===== src/design/assert_macros.svh =====
// Assertion macros shared by the spin heading tracker design files.
// No dependencies; included by files that carry concurrent assertions.
`ifndef ASSERT_MACROS_SVH
`define ASSERT_MACROS_SVH

// Hold a property on every clock edge outside reset.
`define SHD_ASSERT(label, clk, rst_n, prop) \
    label: assert property (@(posedge clk) disable iff (!rst_n) (prop)) \
        else $error("spin heading tracker check failed");

// Hold a consequent in the cycle after an antecedent, outside reset.
`define SHD_ASSERT_NEXT(label, clk, rst_n, ante, cons) \
    label: assert property (@(posedge clk) disable iff (!rst_n) (ante) |=> (cons)) \
        else $error("spin heading tracker sequence check failed");

`endif


===== src/design/shd_pkg.sv =====
// Shared types, widths and constants of the spin heading tracker.
// No dependencies; used by every design file by scoped names.
package shd_pkg;

    localparam int S_DATA_W   = 152;
    localparam int M_DATA_W   = 104;
    localparam int CFG_IDX_W  = 3;
    localparam int CFG_DATA_W = 24;

    // Serial unit sizes
    localparam int SQ_X_W   = 64;
    localparam int SQ_R_W   = 32;
    localparam int SQ_STEPS = SQ_R_W;
    localparam int SQ_CNT_W = $clog2(SQ_STEPS);
    localparam int DIV_N_W  = 64;
    localparam int DIV_D_W  = 25;
    localparam int DIV_STEPS = DIV_N_W;
    localparam int DIV_CNT_W = $clog2(DIV_STEPS);
    localparam int MUL_A_W  = 40;
    localparam int MUL_B_W  = 34;
    localparam int MUL_P_W  = 64;
    localparam int MUL_STEPS = MUL_B_W;
    localparam int MUL_CNT_W = $clog2(MUL_STEPS);

    localparam logic [29:0] RAD2DEG_Q24 = 30'd961263669;
    localparam logic [24:0] FULL_TURN   = 25'd23592960;
    localparam logic signed [38:0] HALF_TURN_W = 39'sd11796480;
    localparam logic signed [24:0] HALF_TURN_H = 25'sd11796480;
    localparam logic [26:0] HALF_TURN_27 = 27'd11796480;
    localparam logic [26:0] FULL_TURN_27 = 27'd23592960;
    localparam logic [19:0] US_PER_S    = 20'd1000000;
    localparam logic [27:0] SPIN_MAX    = 28'hFFFFFFF;
    localparam logic [23:0] RADIUS_RESET = 24'd12800;
    localparam logic [23:0] RADIUS_MAX  = 24'hFFFFFF;
    localparam logic signed [17:0] OFFSET_MIN = -18'sd131072;
    localparam logic signed [17:0] OFFSET_MAX = 18'sd131071;

    typedef enum logic [CFG_IDX_W-1:0] {
        CFG_INITIAL_RADIUS   = 3'd0,
        CFG_INITIAL_OFFSET   = 3'd1,
        CFG_STEER_GAIN       = 3'd2,
        CFG_RADIUS_RATE_GAIN = 3'd3,
        CFG_OFFSET_RATE_GAIN = 3'd4
    } cfg_index_t;

    typedef enum logic [4:0] {
        ST_IDLE,
        ST_PREP,
        ST_MAG_GO,
        ST_MAG_WAIT,
        ST_Q_GO,
        ST_Q_WAIT,
        ST_W_GO,
        ST_W_WAIT,
        ST_SPIN_GO,
        ST_SPIN_WAIT,
        ST_V,
        ST_D_GO,
        ST_D_WAIT,
        ST_DQ_GO,
        ST_DQ_WAIT,
        ST_WRAP_GO,
        ST_WRAP_WAIT,
        ST_RT_GO,
        ST_RT_WAIT,
        ST_RQ_GO,
        ST_RQ_WAIT,
        ST_OT_GO,
        ST_OT_WAIT,
        ST_OQ_GO,
        ST_OQ_WAIT,
        ST_OUT
    } state_t;

    typedef struct packed {
        logic busy;
        logic done;
    } unit_stat_t;

endpackage


===== src/design/shd_mul.sv =====
// Shift-add multiplier, one multiplier bit per cycle.
// Depends on shd_pkg.
module shd_mul (
    input  logic                        aclk,
    input  logic                        aresetn,
    input  logic                        start,
    input  logic [shd_pkg::MUL_A_W-1:0] op_a,
    input  logic [shd_pkg::MUL_B_W-1:0] op_b,
    output logic [shd_pkg::MUL_P_W-1:0] prod,
    output shd_pkg::unit_stat_t         stat
);

    localparam logic [shd_pkg::MUL_CNT_W-1:0] CNT_LAST =
        shd_pkg::MUL_CNT_W'(shd_pkg::MUL_STEPS - 1);

    logic [shd_pkg::MUL_P_W-1:0]   a_reg;
    logic [shd_pkg::MUL_B_W-1:0]   b_reg;
    logic [shd_pkg::MUL_P_W-1:0]   acc_reg;
    logic [shd_pkg::MUL_CNT_W-1:0] cnt_reg;
    logic                          busy_reg;
    logic                          done_reg;

    always_ff @(posedge aclk) begin
        if (!aresetn) begin
            busy_reg <= 1'b0;
            done_reg <= 1'b0;
            cnt_reg  <= '0;
        end else begin
            done_reg <= 1'b0;
            if (start) begin
                busy_reg <= 1'b1;
                cnt_reg  <= '0;
            end else if (busy_reg) begin
                cnt_reg <= cnt_reg + 1'b1;
                if (cnt_reg == CNT_LAST) begin
                    busy_reg <= 1'b0;
                    done_reg <= 1'b1;
                end
            end
        end
    end

    always_ff @(posedge aclk) begin
        if (start) begin
            a_reg   <= shd_pkg::MUL_P_W'(op_a);
            b_reg   <= op_b;
            acc_reg <= '0;
        end else if (busy_reg) begin
            if (b_reg[0]) begin
                acc_reg <= acc_reg + a_reg;
            end
            a_reg <= {a_reg[shd_pkg::MUL_P_W-2:0], 1'b0};
            b_reg <= {1'b0, b_reg[shd_pkg::MUL_B_W-1:1]};
        end
    end

    assign prod      = acc_reg;
    assign stat.busy = busy_reg;
    assign stat.done = done_reg;

endmodule


===== config.mk =====
export PLATFORM = sky130hd
export DESIGN_NAME = shd_mul
export DESIGN_NICKNAME = d
export VERILOG_FILES = /design/src/design/assert_macros.svh /design/src/design/shd_pkg.sv /design/src/design/shd_mul.sv
export SDC_FILE = /design/constraint.sdc
export NUM_CORES = 1
export LEC_CHECK = 0
export BUFFER_PORTS_ARGS = -buffer_cell sky130_fd_sc_hd__buf_2
export CAP_MARGIN = 20
export CORE_UTILIZATION = 30
export CTS_CLUSTER_SIZE = 25
export DETAILED_ROUTE_END_ITERATION = 10
export GPL_ROUTABILITY_DRIVEN = 0
export GPL_TIMING_DRIVEN = 1
export PLACE_DENSITY_LB_ADDON = 0.2
export SLEW_MARGIN = 10
export SYNTH_ARGS = -nofsm -noshare
export SYNTH_HDL_FRONTEND = slang
export SYNTH_SLANG_ARGS = --single-unit

===== constraint.sdc =====
create_clock -name aclk -period 5.2 [get_ports aclk]
set_input_delay 0.26 -clock aclk [delete_from_list [all_inputs] [get_ports aclk]]
set_output_delay 0.26 -clock aclk [all_outputs]
set_load 0.02 [all_outputs]

-- After elaboration in Yosys (flattened, before gate mapping)
Cells that the tools add are included.
- input port bits: 77
- bits in registers: 170
- output and inout bits: 66
- word-level logic and storage cells: 24
- bitwise operators: 2
- muxes and demuxes: 8
- reductions and logical operators: 4
- equal/unequal tests: 1
- $add $sub $neg: 2
- operator list (operator ; number):
    2-to-1 mux 40 bit ; 2
    2-to-1 mux 34 bit ; 2
    adder 64 bit ; 1
    adder 6 x 1 -> 6 bit (second input constant) ; 1
    == test 6 bit (second input constant) ; 1
    2-to-1 mux 1 bit ; 4
    OR reduction 3 bit ; 1
    inverter 1 bit ; 2
    AND reduction 2 bit ; 1
    nonzero test 2 bit ; 1
    OR reduction 2 bit ; 1

-- Depth between registers and ports, before layout
- depth in word-level cells: 4
- depth in mapped cells: 12
- depth with buffers taken out: 12

-- Worst setup path before layout
No wires, ideal clock.
- kind: reg-to-reg
- from: reg acc_reg, in the netlist prod[0]
- to: reg acc_reg, in the netlist prod[56]
- required time: 5.139 ns
- path slack: 1.996 ns
- path buffers: 0
- arrival: 3.143 ns
- library setup time: 0.061 ns
- cell stages (with the launch flop): 13
- cells stage by stage: dfxtp_1 -> ha_1 -> fa_1 -> a21o_1 -> and4_1 -> o21ai_1 -> and2_1 -> o211ai_4 -> o211ai_4 -> a31oi_4 -> a311o_1 -> or4_4 -> nand3_2
- longest elaborated chain between the ends: 1
- RTL lines (element ; RTL line ; RTL):
    from (decl) ; shd_mul.sv:18 ; logic [shd_pkg::MUL_P_W-1:0] acc_reg;
    from (signal assigned) ; shd_mul.sv:50 ; acc_reg <= acc_reg + a_reg;
    adder 64 bit ; shd_mul.sv:50 ;
Every way passes these cells.
A chain may end at the register's enable or synchronous reset.

-- Final worst setup path
- from: reg a_reg[0] (netlist name)
- to: reg acc_reg, in the netlist prod[56]
- longest elaborated chain between the ends: 1
- RTL lines (element ; RTL line ; RTL):
    from (decl) ; shd_mul.sv:16 ; logic [shd_pkg::MUL_P_W-1:0] a_reg;
    from (signal assigned) ; shd_mul.sv:45 ; a_reg <= shd_pkg::MUL_P_W'(op_a);
    from (signal assigned) ; shd_mul.sv:52 ; a_reg <= {a_reg[shd_pkg::MUL_P_W-2:0], 1'b0};
    adder 64 bit ; shd_mul.sv:50 ;
Every way passes these cells.

==> impl_results.md <==
- Worst slew margin: 0.448
- Die ar.: 35000 um^2
- Inst Count DP: 1627
- Final HPWL DP: 20.7 mm
- ANT nets after route: 0
- Crit path launch: a_reg[0]
- CP startpoint kind: register
- Most used cell, CP: o211ai_4
- Fill cells: 3509
- Number of I/O pins: 143
- Largest net degree at the start of global routing: 68
- Clock Skews: 11.4 ps
- Worst Tran Pin Value: 826 ps
- Final WS setup: 1650 ps
- Starting Density: 0.306
- Cell breakdown of the critical path: ha_1 > fa_1 > a21o_1 > and4_1 > o21ai_1 > and2_1 > o211ai_4 > o211ai_4 > a31oi_4 > a311o_1 > or4_4 > nand3_2
- Gate Count Post-Synth: 1102
- Pwr dens: 297 nW/um^2
- Status: completed
- R2R setup slack: 1650 ps
- Count of non-filler cells in the finished layout: 1659
- Worst path slowest cell: or4_4
- # H-tree levels: 4
- # Max-Cap Violations: 0
- Avg Cell Area, Syn: 9.33 um^2
- Routed via count: 8428
- Final worst-path cycle share: 0.682
- Initial drt markers: 373
- Clk slew on worst S/H paths: 70 ps
- Detailed Routing Iterations Pass 1: 5
- Gr ovfl total: 0
- Critical R2R Capture: prod[56]
- Clock root cell: clkbuf_16
- Synthesis Warnings: 0
- TNS Setup: 0 ps
- First-pass GRT wire length: 45.5 mm
- Fin. Hold Viols: 0
- CP arrival: 3930 ps
- # resized after CTS: 0
- Crit-path max FO: 4
- Max incr delay on CP: 490 ps
- Clk sinks: 170
- Hold Slack: 55.0 ps
- Initial antenna violation count: 2
- Skew-Pair Late Insertion Delay: 450 ps
- Capture endpoint of the worst hold path: busy_reg
- Total Wirelength: 28.3 mm
- Hold wc startpoint: aresetn
- Share of cells above drive strength 1: 0.225
- Largest delay share family, worst path: compound AO/OA/AOI/OAI gates
- Final slew viol count: 0
- PortBufs: 142
- Worst r2r src: a_reg[0]
- # nets final: 1341
- Post-synth EDFFs: 74
- Yosys reg bits: 170
- Kind of critical path: register to register
- Cell area after synthesis: 10300 um^2
- TritonCTS clock tree: built
- Area grow syn2layout: 15.8%
- RSZ-0062 raised after global routing: false
- R2r worst-path depth: 12
- Site row count: 67
- Setup Buffers After CTS: 0
- Cts bufs inserted: 17
- Die width: 187 um
- # DRC: 0
- Clock buffer depth: 2
- Max IR drop VDD: 235 uV
- Leakage power: 5.04 nW
- Sequential element share of the synthesized area: 0.403
- Worst hold path type: input pin to register
- Main synth FF type: dfxtp_1
- Minimum clock period: 3550 ps
- WP buf/inv: 0
- Via/cell ratio: 5.08
- Count of final setup violators: 0
- Setup crit end kind: register
- Vias in the first global route: 8405
- Core area: 33600 um^2
- Post-Syn Nets: 1245
- Worst Path Required: 5580 ps
- Yosys cell types: 67
- Die Y: 187 um
- Worst hold stages: 2
- GRT Resource Usage Total: 0.163
- Antenna fix cells: 0
- Wire length per cell: 17.1 um
- Fmax: 282 MHz
- CTS Hold Bufs: 0
- Synth async-reset ratio: 0
- Dpl ws: 1690 ps
==> report_power, final <==
| group | internal [mW] | switching (mW) |
|---|---|---|
| clock network | 0.712 | 0.592 |
| logic | 0.272 | 0.412 |
| registers | 1.50 | 0.0527 |
| total | 2.48 | 1.06 |
==> Yosys cell counts, types with 8 or more instances <==
cell type  instances  area, um^2
a211oi_1          11        82.6
a21o_1            34         255
a21oi_1           99         495
a31oi_1           15        93.8
and2_1             8        50.1
and3_1            13        81.3
clkbuf_1          58         218
dfxtp_1           96        1920
edfxtp_1          74        2220
ha_1              65         813
inv_1             20        75.1
mux2_2            73         822
mux2i_1           27         270
nand2_1          139         522
nand3_1           22         110
nand4_1           23         144
nor2_1            84         315
nor3_1            20         100
o21ai_0           45         225
o21bai_1           9        67.6
xnor2_1           30         263
xor2_1            22         193
==> cell usage in the layout (no fill, tap or decap), types with 34 or more instances in the layout <==
master,n
a21o_1,34
dfxtp_1,95
ha_1,65
a21oi_1,99
nor2_1,84
buf_2,141
mux2_2,73
nand2_1,137
o21ai_0,45
edfxtp_1,74
==> worst max-delay path by stage <==
stage | to | cells after the start
floorplan | prod[56] | 12
detailed placement | prod[56] | 12
global placement | prod[56] | 12
finish | prod[56] | 12
global route | prod[54] | 12
CTS | prod[56] | 12
==> per-layer routing <==
layer / track usage / vias up / routed length, um
met5: 0 / - / 22
met3: 0.0430 / 26 / 1320
met2: 0.263 / 164 / 13100
met1: 0.213 / 4001 / 13400
li1: - / 4233 / -
met4: 0.0485 / 4 / 409
==> kinds of logic (layout without fill, tap and decap cells) <==
group | count (synthesis) | after routing | share of synthesized area
AO/OA/AOI/OAI | 283 | 283 | 0.179
XOR/XNOR | 52 | 52 | 0.0443
adder cells (fa/ha/maj) | 66 | 66 | 0.0810
buffers and inverters | 92 | 201 | 0.0356
flip-flops | 170 | 170 | 0.403
multiplexers | 100 | 100 | 0.106
AND/OR/NAND/NOR | 339 | 339 | 0.150
==> layout make-up <==
type / count / area [um^2] / area share
inverter: 20 / 75.1 / 0.00630
multi-input combinational: 840 / 5780 / 0.486
clock buffer: 19 / 433 / 0.0364
sequential: 170 / 4150 / 0.348
tap: 448 / 561 / 0.0471
timing repair buffer: 149 / 769 / 0.0646
clock inverter: 13 / 141 / 0.0119
==> metrics by stage <==
stage,utilization,cell area (um^2),power [mW]
2_1_floorplan,-,10300,2.07
3_3_place_gp,0.337,11300,2.27
3_5_place_dp,0.337,11300,2.27
4_1_cts,0.354,11900,3.59
5_1_grt,0.354,11900,3.72
6_report,0.354,11900,3.54
No activity file was read; power rests on OpenSTA's default activity.
