## src/design/assert_macros.svh

```systemverilog
// Assertion macros shared by the spin heading tracker design files.
// No dependencies; included by files that carry concurrent assertions.
`ifndef ASSERT_MACROS_SVH
`define ASSERT_MACROS_SVH

// Hold a property on every clock edge outside reset.
`define SHD_ASSERT(label, clk, rst_n, prop) \
    label: assert property (@(posedge clk) disable iff (!rst_n) (prop)) \
        else $error("spin heading tracker check failed");

// Hold a consequent in the cycle after an antecedent, outside reset.
`define SHD_ASSERT_NEXT(label, clk, rst_n, ante, cons) \
    label: assert property (@(posedge clk) disable iff (!rst_n) (ante) |=> (cons)) \
        else $error("spin heading tracker sequence check failed");

`endif

```

## src/design/shd_pkg.sv

```systemverilog
// Shared types, widths and constants of the spin heading tracker.
// No dependencies; used by every design file by scoped names.
package shd_pkg;

    localparam int S_DATA_W   = 152;
    localparam int M_DATA_W   = 104;
    localparam int CFG_IDX_W  = 3;
    localparam int CFG_DATA_W = 24;

    // Serial unit sizes
    localparam int SQ_X_W   = 64;
    localparam int SQ_R_W   = 32;
    localparam int SQ_STEPS = SQ_R_W;
    localparam int SQ_CNT_W = $clog2(SQ_STEPS);
    localparam int DIV_N_W  = 64;
    localparam int DIV_D_W  = 25;
    localparam int DIV_STEPS = DIV_N_W;
    localparam int DIV_CNT_W = $clog2(DIV_STEPS);
    localparam int MUL_A_W  = 40;
    localparam int MUL_B_W  = 34;
    localparam int MUL_P_W  = 64;
    localparam int MUL_STEPS = MUL_B_W;
    localparam int MUL_CNT_W = $clog2(MUL_STEPS);

    localparam logic [29:0] RAD2DEG_Q24 = 30'd961263669;
    localparam logic [24:0] FULL_TURN   = 25'd23592960;
    localparam logic signed [38:0] HALF_TURN_W = 39'sd11796480;
    localparam logic signed [24:0] HALF_TURN_H = 25'sd11796480;
    localparam logic [26:0] HALF_TURN_27 = 27'd11796480;
    localparam logic [26:0] FULL_TURN_27 = 27'd23592960;
    localparam logic [19:0] US_PER_S    = 20'd1000000;
    localparam logic [27:0] SPIN_MAX    = 28'hFFFFFFF;
    localparam logic [23:0] RADIUS_RESET = 24'd12800;
    localparam logic [23:0] RADIUS_MAX  = 24'hFFFFFF;
    localparam logic signed [17:0] OFFSET_MIN = -18'sd131072;
    localparam logic signed [17:0] OFFSET_MAX = 18'sd131071;

    typedef enum logic [CFG_IDX_W-1:0] {
        CFG_INITIAL_RADIUS   = 3'd0,
        CFG_INITIAL_OFFSET   = 3'd1,
        CFG_STEER_GAIN       = 3'd2,
        CFG_RADIUS_RATE_GAIN = 3'd3,
        CFG_OFFSET_RATE_GAIN = 3'd4
    } cfg_index_t;

    typedef enum logic [4:0] {
        ST_IDLE,
        ST_PREP,
        ST_MAG_GO,
        ST_MAG_WAIT,
        ST_Q_GO,
        ST_Q_WAIT,
        ST_W_GO,
        ST_W_WAIT,
        ST_SPIN_GO,
        ST_SPIN_WAIT,
        ST_V,
        ST_D_GO,
        ST_D_WAIT,
        ST_DQ_GO,
        ST_DQ_WAIT,
        ST_WRAP_GO,
        ST_WRAP_WAIT,
        ST_RT_GO,
        ST_RT_WAIT,
        ST_RQ_GO,
        ST_RQ_WAIT,
        ST_OT_GO,
        ST_OT_WAIT,
        ST_OQ_GO,
        ST_OQ_WAIT,
        ST_OUT
    } state_t;

    typedef struct packed {
        logic busy;
        logic done;
    } unit_stat_t;

endpackage

```

## src/design/shd_div.sv

```systemverilog
// Restoring radix-2 divider, one quotient bit per cycle.
// Depends on shd_pkg.
module shd_div (
    input  logic                        aclk,
    input  logic                        aresetn,
    input  logic                        start,
    input  logic [shd_pkg::DIV_N_W-1:0] numer,
    input  logic [shd_pkg::DIV_D_W-1:0] denom,
    output logic [shd_pkg::DIV_N_W-1:0] quot,
    output logic [shd_pkg::DIV_D_W-1:0] rem,
    output shd_pkg::unit_stat_t         stat
);

    localparam logic [shd_pkg::DIV_CNT_W-1:0] CNT_LAST =
        shd_pkg::DIV_CNT_W'(shd_pkg::DIV_STEPS - 1);

    logic [shd_pkg::DIV_N_W-1:0]   num_reg;
    logic [shd_pkg::DIV_D_W-1:0]   den_reg;
    logic [shd_pkg::DIV_D_W-1:0]   rem_reg;
    logic [shd_pkg::DIV_D_W-1:0]   rem_next;
    logic [shd_pkg::DIV_D_W:0]     rem_sh;
    logic                          ge;
    logic [shd_pkg::DIV_CNT_W-1:0] cnt_reg;
    logic                          busy_reg;
    logic                          done_reg;

    always_comb begin
        rem_sh   = {rem_reg, num_reg[shd_pkg::DIV_N_W-1]};
        ge       = (rem_sh >= {1'b0, den_reg});
        rem_next = ge ? shd_pkg::DIV_D_W'(rem_sh - {1'b0, den_reg})
                      : rem_sh[shd_pkg::DIV_D_W-1:0];
    end

    always_ff @(posedge aclk) begin
        if (!aresetn) begin
            busy_reg <= 1'b0;
            done_reg <= 1'b0;
            cnt_reg  <= '0;
        end else begin
            done_reg <= 1'b0;
            if (start) begin
                busy_reg <= 1'b1;
                cnt_reg  <= '0;
            end else if (busy_reg) begin
                cnt_reg <= cnt_reg + 1'b1;
                if (cnt_reg == CNT_LAST) begin
                    busy_reg <= 1'b0;
                    done_reg <= 1'b1;
                end
            end
        end
    end

    always_ff @(posedge aclk) begin
        if (start) begin
            num_reg <= numer;
            den_reg <= denom;
            rem_reg <= '0;
        end else if (busy_reg) begin
            num_reg <= {num_reg[shd_pkg::DIV_N_W-2:0], ge};
            rem_reg <= rem_next;
        end
    end

    assign quot      = num_reg;
    assign rem       = rem_reg;
    assign stat.busy = busy_reg;
    assign stat.done = done_reg;

endmodule

```

## config.mk

```make
export PLATFORM = sky130hd
export DESIGN_NAME = shd_div
export DESIGN_NICKNAME = d
export VERILOG_FILES = /design/src/design/assert_macros.svh /design/src/design/shd_pkg.sv /design/src/design/shd_div.sv
export SDC_FILE = /design/constraint.sdc
export NUM_CORES = 1
export LEC_CHECK = 0
export BUFFER_PORTS_ARGS = -buffer_cell sky130_fd_sc_hd__buf_2
export CAP_MARGIN = 20
export CORE_ASPECT_RATIO = 1.5
export CORE_MARGIN = 8
export CORE_UTILIZATION = 50
export DETAILED_ROUTE_END_ITERATION = 8
export PLACE_DENSITY = 0.77
export SLEW_MARGIN = 20
export SYNTH_ARGS = -nofsm -noshare
export SYNTH_HDL_FRONTEND = slang
export SYNTH_SLANG_ARGS = --single-unit
```

## constraint.sdc

```tcl
create_clock -name aclk -period 6.5 [get_ports aclk]
set_input_delay 0.325 -clock aclk [delete_from_list [all_inputs] [get_ports aclk]]
set_output_delay 0.325 -clock aclk [all_outputs]
set_load 0.01 [all_outputs]
```

# == Word level (Yosys, flattened, before mapping) ==
# Index checks and enable logic that the tools add are counted.
# op_classes
add_sub_neg,2
n_reduce_logical,3
bitwise,2
order_cmp,1
muxes,7
eq_ne,1
# ops
op,count
64-bit two-way mux,2
26-bit by 25-bit greater-or-equal comparator with 1-bit output,1
25-bit two-way mux,1
25-bit subtractor,1
6-bit by 1-bit adder with 6-bit output (second input constant),1
6-bit equality test (second input constant),1
1-bit two-way mux,4
3-bit OR reduction,1
1-bit NOT,2
2-bit nonzero test,1
2-bit OR reduction,1
# word_totals
inputBits,92
wordCells,22
regBits,122
output_inout_bits,91

# == Longest topological paths before layout ==
# depth
ltp_word,4
depth_mapped,13
ltp_nobuf,12

# == Worst setup path after synthesis ==
# OpenSTA, ideal clock, no wires.
# synth_path
kind,register to register
start,"register num_reg, in the netlist quot[63]"
end,"register rem_reg, in the netlist rem[0]"
synth_period_minus_slack_ns,2.759
arrival_time_ns,2.674
required_time_ns,6.414
path_buffers,0
stages_incl_launch_ff,13
setup_slack_ns,3.741
setup_time_ns,0.086
cell_sequence,edfxtp_1 inv_1 ha_1 inv_1 fa_1 a21oi_2 o211ai_2 a21oi_2 o31ai_4 a21boi_2 o31a_2 mux2_1 a211oi_1
# synth_between
elab_chain_cells,2
# synth_lines
element,line_no,source
start: declaration,shd_div.sv:17,logic [shd_pkg::DIV_N_W-1:0] num_reg;
start signal: assignment,shd_div.sv:56,num_reg <= numer;
start signal: assignment,shd_div.sv:60,"num_reg <= {num_reg[shd_pkg::DIV_N_W-2:0], ge};"
25-bit subtractor / 26-bit by 25-bit greater-or-equal comparator with 1-bit output (equally long branches),"shd_div.sv:30, shd_div.sv:29",
25-bit two-way mux (*),shd_div.sv:30,"rem_next = ge ? shd_pkg::DIV_D_W'(rem_sh - {1'b0, den_reg})"
end signal: assignment,shd_div.sv:61,rem_reg <= rem_next;
end: declaration,shd_div.sv:19,logic [shd_pkg::DIV_D_W-1:0] rem_reg;
# Mark *: on every way between the ends. The rest lies on a longest branch, timed or not.
# A chain may end at the register's enable or synchronous reset.

# == Worst setup path in the final report ==
# layout_path
start,"register num_reg, in the netlist quot[63]"
end,"register rem_reg, in the netlist rem[11]"
# The elaborated chain is that of the path after synthesis.

==> results.toml <==
[synth]
synthSimpleGateAreaFrac_pct = 8.255
syn_inst = 531
yosys-mux-area-fraction_pct = 15.15
synth_area_leaders = "edfxtp_1 42%, mux2_2 12%, dfxtp_1 10%"
synthFlopType = "edfxtp_1"
synth_top_family_by_area = "multiplexers"
synth.most_common_cell = "edfxtp_1"
synth_top_area_cell = "edfxtp_1"
yosysWarnings = 0
async_flop_share_pct = 0
yosys_register_bits = 122
ys_seq_area_share_pct = 52.36
ys_types = 61
synthAdderAreaFrac_pct = 5.425
synth_area_per_cell_um2 = 11.99
ys_top_cells_by_count = "89 x edfxtp_1, 66 x mux2_2, 45 x nor2_1"
synth_nets = 650
yosys.area_share.xor_xnor_pct = 2.614
synth_compound_area_share_pct = 12.60
synth_area_um2 = 6366
synth_edf_count = 89
yosysTopAreaCellShare_pct = 41.98

[final_layout]
area_growth_pct = 25.49
final_nets = 834
largest_register_ffs = 64
antenna_cells = 0
layout-drive-gt1-share_pct = 40.80
fillers = 1005
area.sequential_um2 = 3333
multiInputGateArea_um2 = 2804

[routing]
routed_via_density = 5.521
vias = 4881
drt_first_pass_iters = 4
wl_met2_um = 8541
top_layer_used = "met4"
wl_met3_um = 1744
drtIter0Drc = 211
ant_nets = 0
wl_met1_um = 6013
drt-total-wl_um = 16830
wire_per_inst_um = 19.04
drc = 0

[setup_path]
start_kind = "flip-flop"
required_ns = 6.82
crit_type = "reg -> reg"
ff2ff_setup_slack_ns = 3.30
crit_arrival_ns = 3.52
end_kind = "flip-flop"
critPathMaxFanout = 13

[global_route]
grt_max_degree = 73
grt_usage_pct = 20.36
antenna_found_initial = 0
grt_pass1_wl_um = 26200
grt_pass1_vias = 5200
grt_overflow = 0

[sta]
fmax_mhz = 312.2
worst_slew_pin_slew_ns = 0.8752
rsz0062_at_grt = "false"
slew_violations = 0
setup_viol = 0
fin_setup_tns_ns = 0
finalClockSkew_ns = 0.01099
final_min_period_over_clock_period_pct = 49.27
slew_headroom_pct = 41.65
hold_viol_final = 0
period_minus_slack_ns = 3.203

[pwr]
combinationalPowerShare_pct = 20.4
leakage_uw = 0.003464
p_clk_share_pct = 39.3
swShare_pct = 28.75
p_seq_share_pct = 40.2
p_int_uw = 1710
ir_drop_mv = 0.1870
power_density_nw_per_um2 = 300.5
p_switching_uw = 690.1
total_power_uw = 2400

[die]
die_area_um2 = 16670
placementRows = 50
ios = 183
start_util_pct = 51.14
core_um2 = 12450
die_w_um = 108.1
die_h_um = 154.2

[placed_design]
port_buffers = 182
place.gp.congestion = 0.9313
dpl.hpwl_um = 12670

[clock_network]
root_buffer = "clkbuf_16"
holdBufCountCts = 0
cts.sinks = 122
cts_max_level = 4
ctsResizeCount = 0
cts_tree = "done"
clock_latency_ns = 0.41
cts_inserted_buffers = 17
path_clk_slew_ns = 0.06
cts_setup_buffers = 0
clock_path_buffers = 2

[flow_run]
cap_violations = 0

[min_path]
hp-class = "in -> reg"

[outcome]
outcome = "complete, no violations"
-- cells by family (layout without fill, tap and decap cells) --
kind of cell | Yosys count | after routing
buffers and inverters | 54 | 251
adders and majority gates | 27 | 27
DFF | 122 | 122
and+or+nand+nor | 113 | 113
xor gates and xnor gates | 19 | 19
AOI/OAI and AO/OA | 108 | 108
muxes | 88 | 88
-- critical path: stages, from the launching register on --
cell	delay, ns
edfxtp_1	0.34
inv_1	0.06
ha_1	0.21
inv_1	0.07
fa_1	0.22
a21oi_2	0.10
o211ai_2	0.18
a21oi_2	0.10
o31ai_4	0.31
a21boi_2	0.13
o31ai_4	0.56
buf_4	0.37
o311ai_1	0.16
a311oi_2	0.27
-- routing by layer --
| layer | up-vias | GRT usage, % |
|---|---|---|
| met1 | 2270 | 19.60 |
| met2 | 209 | 35.06 |
| met5 | - | 0 |
| met3 | 39 | 10.36 |
| li1 | 2363 | - |
| met4 | 0 | 8.964 |
-- layout make-up --
cell class | count | share of cell area (%)
clock buffer | 17 | 5.325
clock inverter | 15 | 2.052
inverter | 33 | 1.551
multi-input combinational | 355 | 35.10
sequential | 122 | 41.72
tap | 156 | 2.443
timing repair buffer | 186 | 11.81
-- path summary, 6_finish.rpt --
kind	depth (start not counted)	from	to
max	13	quot[63]	rem[11]
max reg2reg	13	quot[63]	rem[11]
min reg2reg	2	rem[2]	rem[2]
min	1	denom[12]	den_reg[12]
-- power by group through the flow --
stage          Sequential (µW)  Combinational, µW  Clock, µW
2_1_floorplan             1000                306          0
3_3_place_gp               977                481          0
3_5_place_dp               979                493          0
4_1_cts                    966                495        960
5_1_grt                    974                538        994
6_report                   965                491        944
-- cell usage in the layout (no fill, tap or decap), drive strengths merged, types with 3 or more instances in the layout --
cell type and n:
or3 3, clkinvlp 3, a211oi 20, mux2i 21
nor3 3, nor4 3, edfxtp 89, nand2b 9
o21a 6, buf 186, nand3b 3, a21o 11
a21boi 3, nand3 5, nand4 4, ha 26
mux2 67, o21bai 4, nand2 28, clkinv 5
a311oi 4, xnor2 12, nor2 45, a31oi 4
o21ai 12, o211ai 7, xor2 7, inv 38
a21oi 23, clkbuf 17, o31ai 3, nor2b 3
dfxtp 33
-- metrics by stage --
step,hold WS [ns],setup slack (ns),std cells,util (%),area [µm²]
final,0.08479,3.297,884,64.17,7989
after CTS,0.07032,3.299,884,64.17,7989
after global placement,0.4645,3.435,852,59.44,7400
after detailed placement,0.4918,3.324,852,59.44,7400
after global routing,0.06522,3.056,884,64.17,7989
after floorplan,0.4239,3.741,531,-,6366
(Power assumes the default switching activity.)
