==> src/design/assert_macros.svh <==
// Assertion macros shared by the spin heading tracker design files.
// No dependencies; included by files that carry concurrent assertions.
`ifndef ASSERT_MACROS_SVH
`define ASSERT_MACROS_SVH

// Hold a property on every clock edge outside reset.
`define SHD_ASSERT(label, clk, rst_n, prop) \
    label: assert property (@(posedge clk) disable iff (!rst_n) (prop)) \
        else $error("spin heading tracker check failed");

// Hold a consequent in the cycle after an antecedent, outside reset.
`define SHD_ASSERT_NEXT(label, clk, rst_n, ante, cons) \
    label: assert property (@(posedge clk) disable iff (!rst_n) (ante) |=> (cons)) \
        else $error("spin heading tracker sequence check failed");

`endif

==> src/design/shd_pkg.sv <==
// Shared types, widths and constants of the spin heading tracker.
// No dependencies; used by every design file by scoped names.
package shd_pkg;

    localparam int S_DATA_W   = 152;
    localparam int M_DATA_W   = 104;
    localparam int CFG_IDX_W  = 3;
    localparam int CFG_DATA_W = 24;

    // Serial unit sizes
    localparam int SQ_X_W   = 64;
    localparam int SQ_R_W   = 32;
    localparam int SQ_STEPS = SQ_R_W;
    localparam int SQ_CNT_W = $clog2(SQ_STEPS);
    localparam int DIV_N_W  = 64;
    localparam int DIV_D_W  = 25;
    localparam int DIV_STEPS = DIV_N_W;
    localparam int DIV_CNT_W = $clog2(DIV_STEPS);
    localparam int MUL_A_W  = 40;
    localparam int MUL_B_W  = 34;
    localparam int MUL_P_W  = 64;
    localparam int MUL_STEPS = MUL_B_W;
    localparam int MUL_CNT_W = $clog2(MUL_STEPS);

    localparam logic [29:0] RAD2DEG_Q24 = 30'd961263669;
    localparam logic [24:0] FULL_TURN   = 25'd23592960;
    localparam logic signed [38:0] HALF_TURN_W = 39'sd11796480;
    localparam logic signed [24:0] HALF_TURN_H = 25'sd11796480;
    localparam logic [26:0] HALF_TURN_27 = 27'd11796480;
    localparam logic [26:0] FULL_TURN_27 = 27'd23592960;
    localparam logic [19:0] US_PER_S    = 20'd1000000;
    localparam logic [27:0] SPIN_MAX    = 28'hFFFFFFF;
    localparam logic [23:0] RADIUS_RESET = 24'd12800;
    localparam logic [23:0] RADIUS_MAX  = 24'hFFFFFF;
    localparam logic signed [17:0] OFFSET_MIN = -18'sd131072;
    localparam logic signed [17:0] OFFSET_MAX = 18'sd131071;

    typedef enum logic [CFG_IDX_W-1:0] {
        CFG_INITIAL_RADIUS   = 3'd0,
        CFG_INITIAL_OFFSET   = 3'd1,
        CFG_STEER_GAIN       = 3'd2,
        CFG_RADIUS_RATE_GAIN = 3'd3,
        CFG_OFFSET_RATE_GAIN = 3'd4
    } cfg_index_t;

    typedef enum logic [4:0] {
        ST_IDLE,
        ST_PREP,
        ST_MAG_GO,
        ST_MAG_WAIT,
        ST_Q_GO,
        ST_Q_WAIT,
        ST_W_GO,
        ST_W_WAIT,
        ST_SPIN_GO,
        ST_SPIN_WAIT,
        ST_V,
        ST_D_GO,
        ST_D_WAIT,
        ST_DQ_GO,
        ST_DQ_WAIT,
        ST_WRAP_GO,
        ST_WRAP_WAIT,
        ST_RT_GO,
        ST_RT_WAIT,
        ST_RQ_GO,
        ST_RQ_WAIT,
        ST_OT_GO,
        ST_OT_WAIT,
        ST_OQ_GO,
        ST_OQ_WAIT,
        ST_OUT
    } state_t;

    typedef struct packed {
        logic busy;
        logic done;
    } unit_stat_t;

endpackage

==> src/design/shd_sqrt.sv <==
// Bit-pair serial integer square root, one result bit per cycle.
// Depends on shd_pkg.
module shd_sqrt (
    input  logic                       aclk,
    input  logic                       aresetn,
    input  logic                       start,
    input  logic [shd_pkg::SQ_X_W-1:0] radicand,
    output logic [shd_pkg::SQ_R_W-1:0] root,
    output shd_pkg::unit_stat_t        stat
);

    localparam logic [shd_pkg::SQ_CNT_W-1:0] CNT_LAST =
        shd_pkg::SQ_CNT_W'(shd_pkg::SQ_STEPS - 1);

    logic [shd_pkg::SQ_X_W-1:0]   x_reg;
    logic [shd_pkg::SQ_R_W+1:0]   rem_reg;
    logic [shd_pkg::SQ_R_W+1:0]   rem_next;
    logic [shd_pkg::SQ_R_W-1:0]   root_reg;
    logic [shd_pkg::SQ_R_W+3:0]   rem_sh;
    logic [shd_pkg::SQ_R_W+3:0]   trial;
    logic                         ge;
    logic [shd_pkg::SQ_CNT_W-1:0] cnt_reg;
    logic                         busy_reg;
    logic                         done_reg;

    always_comb begin
        rem_sh   = {rem_reg, x_reg[shd_pkg::SQ_X_W-1 -: 2]};
        trial    = {2'b00, root_reg, 2'b01};
        ge       = (rem_sh >= trial);
        rem_next = ge ? (shd_pkg::SQ_R_W+2)'(rem_sh - trial)
                      : rem_sh[shd_pkg::SQ_R_W+1:0];
    end

    always_ff @(posedge aclk) begin
        if (!aresetn) begin
            busy_reg <= 1'b0;
            done_reg <= 1'b0;
            cnt_reg  <= '0;
        end else begin
            done_reg <= 1'b0;
            if (start) begin
                busy_reg <= 1'b1;
                cnt_reg  <= '0;
            end else if (busy_reg) begin
                cnt_reg <= cnt_reg + 1'b1;
                if (cnt_reg == CNT_LAST) begin
                    busy_reg <= 1'b0;
                    done_reg <= 1'b1;
                end
            end
        end
    end

    always_ff @(posedge aclk) begin
        if (start) begin
            x_reg    <= radicand;
            rem_reg  <= '0;
            root_reg <= '0;
        end else if (busy_reg) begin
            x_reg    <= {x_reg[shd_pkg::SQ_X_W-3:0], 2'b00};
            rem_reg  <= rem_next;
            root_reg <= {root_reg[shd_pkg::SQ_R_W-2:0], ge};
        end
    end

    assign root      = root_reg;
    assign stat.busy = busy_reg;
    assign stat.done = done_reg;

endmodule

==> config.mk <==
export PLATFORM = sky130hd
export DESIGN_NAME = shd_sqrt
export DESIGN_NICKNAME = d
export VERILOG_FILES = /design/src/design/assert_macros.svh /design/src/design/shd_pkg.sv /design/src/design/shd_sqrt.sv
export SDC_FILE = /design/constraint.sdc
export NUM_CORES = 1
export LEC_CHECK = 0
export BUFFER_PORTS_ARGS = -buffer_cell sky130_fd_sc_hd__clkbuf_2
export CAP_MARGIN = 10
export CORE_MARGIN = 10
export CORE_UTILIZATION = 40
export DETAILED_ROUTE_END_ITERATION = 8
export GPL_TIMING_DRIVEN = 0
export SYNTH_ARGS = -nofsm -noshare
export SYNTH_HDL_FRONTEND = slang
export SYNTH_SLANG_ARGS = --single-unit
==> constraint.sdc <==
create_clock -name aclk -period 3.3 [get_ports aclk]
set_clock_uncertainty 0.1 [all_clocks]
set_input_delay 0.33 -clock aclk [delete_from_list [all_inputs] [get_ports aclk]]
set_output_delay 0.33 -clock aclk [all_outputs]
set_load 0.02 [all_outputs]
# After elaboration in Yosys (flattened, before gate mapping)
# Index checks and enable logic that the tools add are counted.
# word_totals
word_cells	22
regBits	137
# classes
muxes	7
bitwise	2
n_reduce_logical	3
order_cmp	1
n_addsub	2
eq_ne	1
# ops
op	count
2-to-1 mux 64 bit	2
greater-or-equal comparator 36 x 34 -> 1 bit	1
2-to-1 mux 34 bit	1
subtractor 34 bit	1
adder 5 x 1 -> 5 bit (second input constant)	1
== test 5 bit (second input constant)	1
2-to-1 mux 1 bit	4
OR reduction 3 bit	1
NOT 1 bit	2
nonzero test 2 bit	1
OR reduction 2 bit	1

# Depth between registers and ports, before layout
# Gate-level depths: netlist of the first run.
# logic_depth
ltp_word	4
depth_mapped	13
mapped_depth_nobuf	11

# Worst setup path after synthesis of the first run
# OpenSTA, ideal clock, no wires.
# synth_timing
path_type	register to register
startpoint	register root_reg, in the netlist root[13]
endpoint	register rem_reg[26] (netlist bit)
setup_slack_ns	0.337
stages_incl_launch_ff	12
arrival_time_ns	2.784
synth_period_minus_slack_ns	2.963
path_cell_list	dfxtp_1 -> inv_1 -> ha_1 -> a21oi_1 -> o211ai_1 -> a311oi_2 -> a31oi_2 -> a31oi_2 -> o21ai_1 -> o211ai_1 -> mux2_1 -> a211oi_2
# synth_between
elab_chain_len	2
# synth_rtl
element	line	rtl
start: declaration	shd_sqrt.sv:18	logic [shd_pkg::SQ_R_W-1:0] root_reg;
start signal: assignment	shd_sqrt.sv:62	root_reg <= {root_reg[shd_pkg::SQ_R_W-2:0], ge};
subtractor 34 bit or greater-or-equal comparator 36 x 34 -> 1 bit (tied branches)	shd_sqrt.sv:30, shd_sqrt.sv:29	
2-to-1 mux 34 bit (*)	shd_sqrt.sv:30	rem_next = ge ? (shd_pkg::SQ_R_W+2)'(rem_sh - trial)
end signal: assignment	shd_sqrt.sv:61	rem_reg <= rem_next;
end: declaration	shd_sqrt.sv:16	logic [shd_pkg::SQ_R_W+1:0] rem_reg;
# Every way passes the cells marked *; elsewhere a longest branch is shown, timed or not.
# A chain may end at the register's enable or synchronous reset.

# Worst setup path in the final report of the first run
# layout_timing
startpoint	register root_reg, in the netlist root[0]
endpoint	register rem_reg[25] (netlist bit)
# Same word-level chain as after synthesis.

==> impl_metrics.csv, run 1 <==
group,metric,value,unit
clock_tree,cts_root_buf,"clkbuf_16",
place,pre_cts_slack,0.136,ns
route,vias,5773,
route,ant_nets,0,
timing,setup_viol,0,
place,dpl.hpwl,13400,um
timing,slew_violations,0,
finish,area_growth,18.7,%
grt,grt_pass1_vias,5730,
min_path,hold_class,"primary input to flop",
place,gp_congestion,0.885,
finish,fin_cells,1095,
finish,post-route-util,0.488,
floorplan,die_y,157,um
floorplan,rows,49,
clock_tree,clock_sinks,137,
clock_tree,hold_buffers,0,
synth,synthArstFlopShare,0,
route,drtIter0Drc,317,
clock_tree,cts_tree,"done",
synth,synthCells,735,
clock_tree,path_clk_slew,0.06,ns
power_and_ir_drop,sw_frac_of_total,0.381,
synth,ys_seq_area_frac,0.452,
run_status,status,"finished clean",
grt,grt_pass1_wl,29700,um
floorplan,pin_count,101,
power_and_ir_drop,power_density,793,nW/um^2
finish,design_area,8890,um^2
timing,hold_violations,0,
place,placed_cell_area,8280,um^2
power_and_ir_drop,power_switching,2.68,mW
synth,synth-seq-cells,137,
setup_path,crit_type,"flop to flop",
place,portBuffers,99,
route,wirelength,18300,um
finish,drive_above_1_share,0.259,
setup_path,end_kind,"flop",
finish,fillerInstances,1736,
synth,synth_edf_count,64,
finish,diodes,0,
synth,synth_cell_types,60,
timing,rsz0062_at_grt,"false",
route,drc,0,
floorplan,die_w,157,um
timing,max_slew_margin,0.443,
clock_tree,cts_buffers,17,
finish,nets,956,
timing,fin_ws,0.158,ns
route,vias_per_cell,5.27,
route,met3_length,1830,um
floorplan,die_area,24600,um^2
route,wl_met1,8170,um
job,drv_cap,0,
setup_path,critical_path_arrival,3.39,ns
finish,largest_reg_flops,64,
power_and_ir_drop,power,7.05,mW
power_and_ir_drop,combPwrFrac,0.430,
floorplan,initial_core_util,0.411,
power_and_ir_drop,peakVddDrop,0.452,mV
synth,yosysWarnings,0,
setup_path,critPathRequiredTime,3.54,ns
power_and_ir_drop,clkPwrFrac,0.268,
synth,synth_nets,838,
setup_path,cp_max_fo,5,
synth,synth_ff_type,"dfxtp_1",
route,wl_met2,8100,um
timing,tightestPinTransition,0.835,ns
setup_path,start_kind,"flop",
grt,track_usage,0.152,
timing,fmax,318,MHz
route,drt_pass1_iterations,5,
power_and_ir_drop,p_int,4.36,mW
place,placed_cells,1063,
clock_tree,clk_latency,0.42,ns
synth,synth_area,7490,um^2
clock_tree,clockBufferDepth,2,
route,post_drt_wl_per_cell,16.7,um
route,top_layer,"met4",
timing,post-route-min-period,3.14,ns
timing,min_period_over_period,0.952,
grt,grt_max_degree,65,
grt,grt_antenna_before_repair,0,
synth,syn_area_per_cell,10.2,um^2
power_and_ir_drop,pwr-share-seq,0.302,
grt,grt_overflow,0,
floorplan,fp.coreArea,18200,um^2
clock_tree,htree_levels,4,
power_and_ir_drop,power_leakage,3.66,nW
cell usage in the layout (no fill, tap or decap), drive strengths merged, types with 10 or more instances in the layout:
cell	instances
a21oi	37
o211ai	10
xor2	15
inv	52
dfxtp	73
o21ai	17
ha	36
a211oi	11
mux2i	40
a311oi	18
nand2	67
xnor2	13
buf	26
mux2	66
a21o	14
nor2	83
clkbuf	134
edfxtp	64
layer usage:
metal / GRT usage / vias to the layer above
met3: 0.0735 / 12
met2: 0.232 / 165
met1: 0.187 / 2701
met4: 0.0400 / 0
met5: 0 / -
li1: - / 2895
layout make-up:
class,instances,area [um^2],area share
Inverter,42,158,0.0177
Buffer,41,200,0.0225
Multi-Input combinational cell,513,3770,0.424
Clock inverter,14,151,0.0170
Tap cell,229,287,0.0322
Clock buffer,18,429,0.0483
Sequential cell,137,3380,0.381
Timing Repair Buffer,101,510,0.0574
critical path, stage by stage (launching register included):
cell and delay, ns:
dfxtp_1 0.40, inv_1 0.06, ha_1 0.36, o211ai_1 0.21, o21ai_2 0.12, o2111ai_1 0.29, a31oi_2 0.17, o2111ai_1 0.42
a21oi_2 0.17, buf_4 0.18, o21a_1 0.16, o31a_1 0.27, nor3_1 0.16
kinds of logic after synthesis:
logic type	Yosys count	synth area share
simple gates	205	0.122
buf+inv	85	0.0488
compound gates	138	0.131
xor+xnor	28	0.0327
fa+ha+maj	36	0.0601
mux	106	0.153
flops	137	0.452
power by group through the flow:
stage               logic [mW]  registers (mW)  clock network (mW)
floorplan                 2.30            2.12                   0
global placement          2.93            2.16                   0
detailed placement        2.95            2.16                   0
CTS                       2.97            2.13                1.93
global route              3.36            2.15                2.01
finish                    3.03            2.13                1.89
path summary, 6_finish.rpt:
| kind | slack [ns] | to | depth (start not counted) | start |
|---|---|---|---|---|
| min | 0.04 | busy_reg$_SDFF_PN0_ | 2 | aresetn |
| max reg2reg | 0.16 | rem_reg[25]$_SDFFE_PP0P_ | 12 | root[0]$_SDFFE_PP0P_ |
| min reg2reg | 0.40 | rem_reg[5]$_SDFFE_PP0P_ | 2 | rem_reg[3]$_SDFFE_PP0P_ |
| max | 0.16 | rem_reg[25]$_SDFFE_PP0P_ | 12 | root[0]$_SDFFE_PP0P_ |
metrics by stage:
step	hold WS, ns	setup TNS, ns
floorplan	0.347	0
global placement	0.383	-21.87
detailed placement	0.391	0
CTS	0.0257	0
global route	0.0398	0
finish	0.0450	0
cell usage after synthesis (all sizes together), types with 3 or more instances:
| cell | count | area, um^2 |
|---|---|---|
| a211oi | 11 | 87.6 |
| a21o | 14 | 105 |
| a21oi | 37 | 193 |
| a311oi | 18 | 170 |
| a31oi | 5 | 43.8 |
| and2 | 5 | 31.3 |
| and3 | 6 | 37.5 |
| buf | 24 | 136 |
| clkbuf | 19 | 71.3 |
| dfxtp | 73 | 1460 |
| edfxtp | 64 | 1920 |
| ha | 36 | 450 |
| inv | 42 | 158 |
| mux2 | 66 | 747 |
| mux2i | 40 | 400 |
| nand2 | 67 | 254 |
| nand2b | 7 | 43.8 |
| nand3 | 9 | 45.0 |
| nand4 | 8 | 56.3 |
| nor2 | 83 | 312 |
| nor3 | 9 | 45.0 |
| o211ai | 10 | 75.1 |
| o21a | 7 | 52.6 |
| o21ai | 17 | 88.8 |
| o31ai | 3 | 22.5 |
| or3 | 3 | 18.8 |
| xnor2 | 13 | 114 |
| xor2 | 15 | 131 |
what timing repair did:
item / in CTS / in global routing
endpoints found under the hold margin: 0 / 0
resized for setup: 0 / 5
buffers inserted: 0 / 2
setup endpoints to repair: 0 / 4
Note: power is estimated with default switching activity, not from simulation.
==> run 2: changes to the inputs <==
- CTS_BUF_LIST: default -> sky130_fd_sc_hd__clkbuf_4
- clock period: 3.3 -> 3.7 ns (I/O delays scaled with it)
==> run 2 against run 1 <==
Critical path depth down 1. Flip-flop and latch count unchanged. Non-clock buffer count up 65. Cell count up 6.0%. Maximum frequency down 2.3%. Sequential power down 11%. Global-route usage up 0.64 points. Routed wire length up 5.3%. Largest cell class unchanged. Highest routed layer unchanged.
==> impl_metrics.csv, run 2 (synthesis results as in run 1) <==
group,metric,value,unit
finish,mostFrequentLayoutCells,"clkbuf_2 (99), nor2_1 (83), dfxtp_1 (73)",
clock_tree,path_clk_slew,0.14,ns
route,drt_pass1_iterations,5,
min_path,hold_class,"primary input to flop",
grt,grt_pass1_vias,5970,
route,wirelength,19200,um
clock_tree,clock_sinks,137,
timing,min_period_over_period,0.869,
floorplan,rows,49,
grt,grt_overflow,0,
clock_tree,htree_levels,4,
place,portBuffers,99,
grt,grt_pass1_wl,31200,um
place,dpl.hpwl,13400,um
setup_path,critPathSlowestCell,"dfxtp_1",
finish,final_common_cell,"clkbuf_2",
clock_tree,clk_latency,0.55,ns
grt,track_usage,0.158,
timing,fin_hold_ws,0.349,ns
grt,grt_max_degree,65,
route,vias,5987,
timing,fin_tns_setup,0,ns
setup_path,end_kind,"flop",
setup_path,critical_path_arrival,3.59,ns
route,drc,0,
floorplan,die_w,157,um
place,pre_cts_slack,0.536,ns
timing,setup_viol,0,
clock_tree,clockBufferDepth,2,
route,vias_per_cell,5.16,
setup_path,crit_family,"compound AO/OA/AOI/OAI gates",
finish,area_growth,23.1,%
finish,nets,1021,
finish,drive_above_1_share,0.235,
clock_tree,cts_root_buf,"clkbuf_4",
grt,grt_antenna_before_repair,1,
finish,largest_reg_flops,64,
setup_path,crit_type,"flop to flop",
setup_path,crit_chain,"inv_1 > ha_1 > o211ai_1 > o21ai_2 > o2111ai_1 > a31oi_1 > o2111ai_1 > a21oi_2 > a21oi_1 > o2111a_1 > a311oi_1",
power_and_ir_drop,power,5.62,mW
run_status,status,"finished clean",
timing,rsz0062_at_grt,"false",
setup_path,critPathRequiredTime,4.07,ns
floorplan,die_area,24600,um^2
power_and_ir_drop,peakVddDrop,0.407,mV
timing,slew_violations,0,
timing,tightestPinTransition,0.843,ns
floorplan,die_y,157,um
route,post_drt_wl_per_cell,16.6,um
floorplan,pin_count,101,
route,ant_nets,0,
route,drtIter0Drc,323,
floorplan,initial_core_util,0.411,
clock_tree,cts_buffers,17,
setup_path,max_stage_delay,0.40,ns
place,gp_congestion,0.885,
setup_path,cp_max_fo,6,
timing,max_slew_margin,0.438,
job,drv_cap,0,
setup_path,start_kind,"flop",
power_and_ir_drop,power_density,610,nW/um^2
setup_path,cp_common_cell,"o2111ai_1",
finish,post-route-util,0.506,
power_and_ir_drop,power_leakage,3.79,nW
timing,fmax,311,MHz
timing,fin_ws,0.483,ns
setup_path,path_buf_inv,1,
timing,hold_violations,0,
timing,post-route-min-period,3.22,ns
floorplan,fp.coreArea,18200,um^2
clock_tree,cts_tree,"done",
[run 2: final cells by class]
cell class | instances | area (um^2)
repair buffers | 164 | 1150
plain buffers | 43 | 208
clock inverters | 14 | 151
fillers | 1691 | 8990
multi-input cells | 513 | 3750
flip-flops and latches | 137 | 3380
diodes | 1 | 2.50
inverters | 42 | 158
clock buffers | 18 | 135
well taps | 229 | 287
[run 2: worst min-delay path: stages]
cell      delay [ns]
clkbuf_1        0.17
inv_1           0.24
o211a_1         0.18
[run 2: timing repair]
action | in CTS | in global routing
hold endpoints to repair | 64 | 1
hold buffers | 64 | 1
setup buffers | 0 | 0
resized for setup | 0 | 0
[run 2: worst paths after layout]
kind | depth (start not counted) | slack (ns) | end | startpoint
max | 11 | 0.48 | rem_reg[33]$_SDFFE_PP0P_ | root[1]$_SDFFE_PP0P_
max reg2reg | 11 | 0.48 | rem_reg[33]$_SDFFE_PP0P_ | root[1]$_SDFFE_PP0P_
min reg2reg | 2 | 0.41 | rem_reg[5]$_SDFFE_PP0P_ | rem_reg[3]$_SDFFE_PP0P_
min | 3 | 0.35 | rem_reg[30]$_SDFFE_PP0P_ | start
[run 2: power breakdown]
group          switching (mW)  total (mW)  leakage (nW)  internal (mW)
combinational            1.55        2.71          2.40           1.16
sequential              0.115        1.89          1.24           1.78
clock                   0.650        1.02         0.153          0.372
total                    2.31        5.62          3.79           3.31
[run 2: metrics by stage]
| step | cell area [um^2] | cells |
|---|---|---|
| global placement | 8270 | 1063 |
| floorplan | 7490 | 735 |
| CTS | 9210 | 1159 |
| global route | 9220 | 1161 |
| detailed placement | 8280 | 1063 |
| finish | 9220 | 1161 |
[run 2: routing by layer]
layer | wire [um] | track usage | vias up | share of wire
li1 | - | - | 3023 | -
met1 | 8760 | 0.200 | 2803 | 0.46
met2 | 8960 | 0.254 | 149 | 0.47
met3 | 1310 | 0.0551 | 12 | 0.068
met4 | 193 | 0.0364 | 0 | 0.010
met5 | 0 | 0 | - | 0
==> run 3: changes to the inputs <==
- CORE_UTILIZATION: 40 -> 34
==> run 3 against run 2 <==
The flow now finishes with violations (DRC). Non-clock buffer count decreased by 1. Core utilization shrank 8.1 points. Worst setup slack worse by 0.0099 ns. Largest power group unchanged. Sequential share of layout area is 0.17 points lower. Largest cell class unchanged. Critical path type unchanged.
==> impl_metrics.csv, run 3 (synthesis results as in run 1) <==
group,metric,value,unit
floorplan,die_area,28400,um^2
floorplan,pin_count,101,
floorplan,die_w,168,um
route,drtIter0Drc,394,
route,drc,2,
clock_tree,htree_levels,4,
timing,post-route-min-period,3.23,ns
place,dpl.hpwl,13600,um
min_path,hold_class,"primary input to flop",
floorplan,fp.coreArea,21800,um^2
floorplan,rows,54,
clock_tree,cts_root_buf,"clkbuf_4",
finish,nets,1020,
grt,grt_pass1_vias,6256,
timing,fmax,310,MHz
route,ant_nets,0,
place,placed_cell_area,8340,um^2
setup_path,end_kind,"flop",
power_and_ir_drop,sw_frac_of_total,0.412,
clock_tree,cts_tree,"done",
power_and_ir_drop,clkPwrFrac,0.177,
timing,tightestPinTransition,0.857,ns
timing,rsz0062_at_grt,"false",
finish,largest_reg_flops,64,
clock_tree,ctsResizeCount,0,
grt,track_usage,0.141,
route,vias,5943,
timing,min_period_over_period,0.872,
finish,drive_above_1_share,0.235,
power_and_ir_drop,power,5.59,mW
setup_path,cp_max_fo,6,
place,portBuffers,99,
power_and_ir_drop,power_density,603,nW/um^2
finish,regArea,3380,um^2
grt,grt_pass1_wl,32700,um
clock_tree,clockBufferDepth,2,
setup_path,r2r_setup_slack,0.47,ns
power_and_ir_drop,peakVddDrop,0.293,mV
job,drv_cap,0,
clock_tree,clock_sinks,137,
grt,grt_overflow,0,
finish,fillerInstances,2165,
finish,final_common_cell,"clkbuf_2",
timing,slew_violations,0,
timing,hold_violations,0,
finish,multi_input_area,3750,um^2
run_status,status,"finished with violations",
run_status,violations,"DRC",
timing,setup_viol,0,
route,wirelength,19700,um
power_and_ir_drop,power_leakage,3.78,nW
power_and_ir_drop,power_switching,2.30,mW
grt,grt_antenna_before_repair,4,
setup_path,crit_type,"flop to flop",
place,gp_congestion,0.825,
setup_path,critical_path_arrival,3.61,ns
finish,mostFrequentLayoutCells,"clkbuf_2 (99), nor2_1 (83), dfxtp_1 (73)",
setup_path,critPathRequiredTime,4.08,ns
floorplan,die_y,168,um
timing,max_slew_margin,0.428,
route,vias_per_cell,4.90,
power_and_ir_drop,combPwrFrac,0.484,
floorplan,initial_core_util,0.344,
finish,design_area,9260,um^2
power_and_ir_drop,pwr-share-seq,0.339,
power_and_ir_drop,p_int,3.29,mW
finish,area_growth,23.7,%
clock_tree,cts_buffers,17,
grt,grt_max_degree,65,
route,post_drt_wl_per_cell,16.3,um
timing,fin_tns_setup,0,ns
route,drt_pass1_iterations,7,
setup_path,start_kind,"flop",
clock_tree,clk_latency,0.56,ns
clock_tree,path_clk_slew,0.14,ns
timing,fin_hold_ws,0.0408,ns
run 3: layout make-up:
| class | instances | area share |
|---|---|---|
| Clock buffer | 17 | 0.0138 |
| Inverter | 42 | 0.0170 |
| Antenna cell | 4 | 0.00108 |
| Sequential cell | 137 | 0.365 |
| Multi-Input combinational cell | 513 | 0.405 |
| Tap cell | 280 | 0.0378 |
| Timing Repair Buffer | 163 | 0.123 |
| Buffer | 43 | 0.0224 |
| Clock inverter | 14 | 0.0153 |
run 3: timing repair:
item,in CTS,in global routing
setup endpoints to repair,0,0
endpoints found under the hold margin,64,0
buffers inserted,0,0
hold buffers,64,0
run 3: per-stage QoR:
| step | setup slack [ns] | cells | utilization |
|---|---|---|---|
| 2_1_floorplan | 0.737 | 735 | - |
| 3_3_place_gp | 0.0485 | 1114 | 0.383 |
| 3_5_place_dp | 0.522 | 1114 | 0.383 |
| 4_1_cts | 0.498 | 1209 | 0.425 |
| 5_1_grt | 0.244 | 1213 | 0.426 |
| 6_report | 0.473 | 1213 | 0.426 |
run 3: per-layer routing:
metal  wire [um]  global-route usage
met1        9020               0.176
met2        9290               0.229
met3        1210              0.0414
met4         223              0.0450
met5           0                   0
run 3: worst paths after layout:
| kind | from | depth (start not counted) | to |
|---|---|---|---|
| max | root[1]$_SDFFE_PP0P_ | 11 | rem_reg[33]$_SDFFE_PP0P_ |
| min | radicand[63] | 2 | x_reg[63]$_DFFE_PP_ |
| min reg2reg | rem_reg[3]$_SDFFE_PP0P_ | 2 | rem_reg[5]$_SDFFE_PP0P_ |
| max reg2reg | root[1]$_SDFFE_PP0P_ | 11 | rem_reg[33]$_SDFFE_PP0P_ |
run 3: power groups by stage:
| stage | Combinational [mW] | Clock [mW] | Sequential (mW) |
|---|---|---|---|
| after floorplan | 2.05 | 0 | 1.89 |
| after global placement | 2.61 | 0 | 1.93 |
| after detailed placement | 2.63 | 0 | 1.93 |
| after CTS | 2.70 | 1.01 | 1.89 |
| after global routing | 3.00 | 1.07 | 1.92 |
| final | 2.70 | 0.989 | 1.89 |
run 3: critical path: stages, from the launching register on:
cell       delay [ns]
dfxtp_1          0.40
inv_1            0.07
ha_1             0.38
o211ai_1         0.13
o21ai_2          0.25
o2111ai_1        0.17
a31oi_1          0.34
o2111ai_1        0.28
a21oi_2          0.38
a21oi_1          0.17
o2111a_1         0.27
a311oi_1         0.22
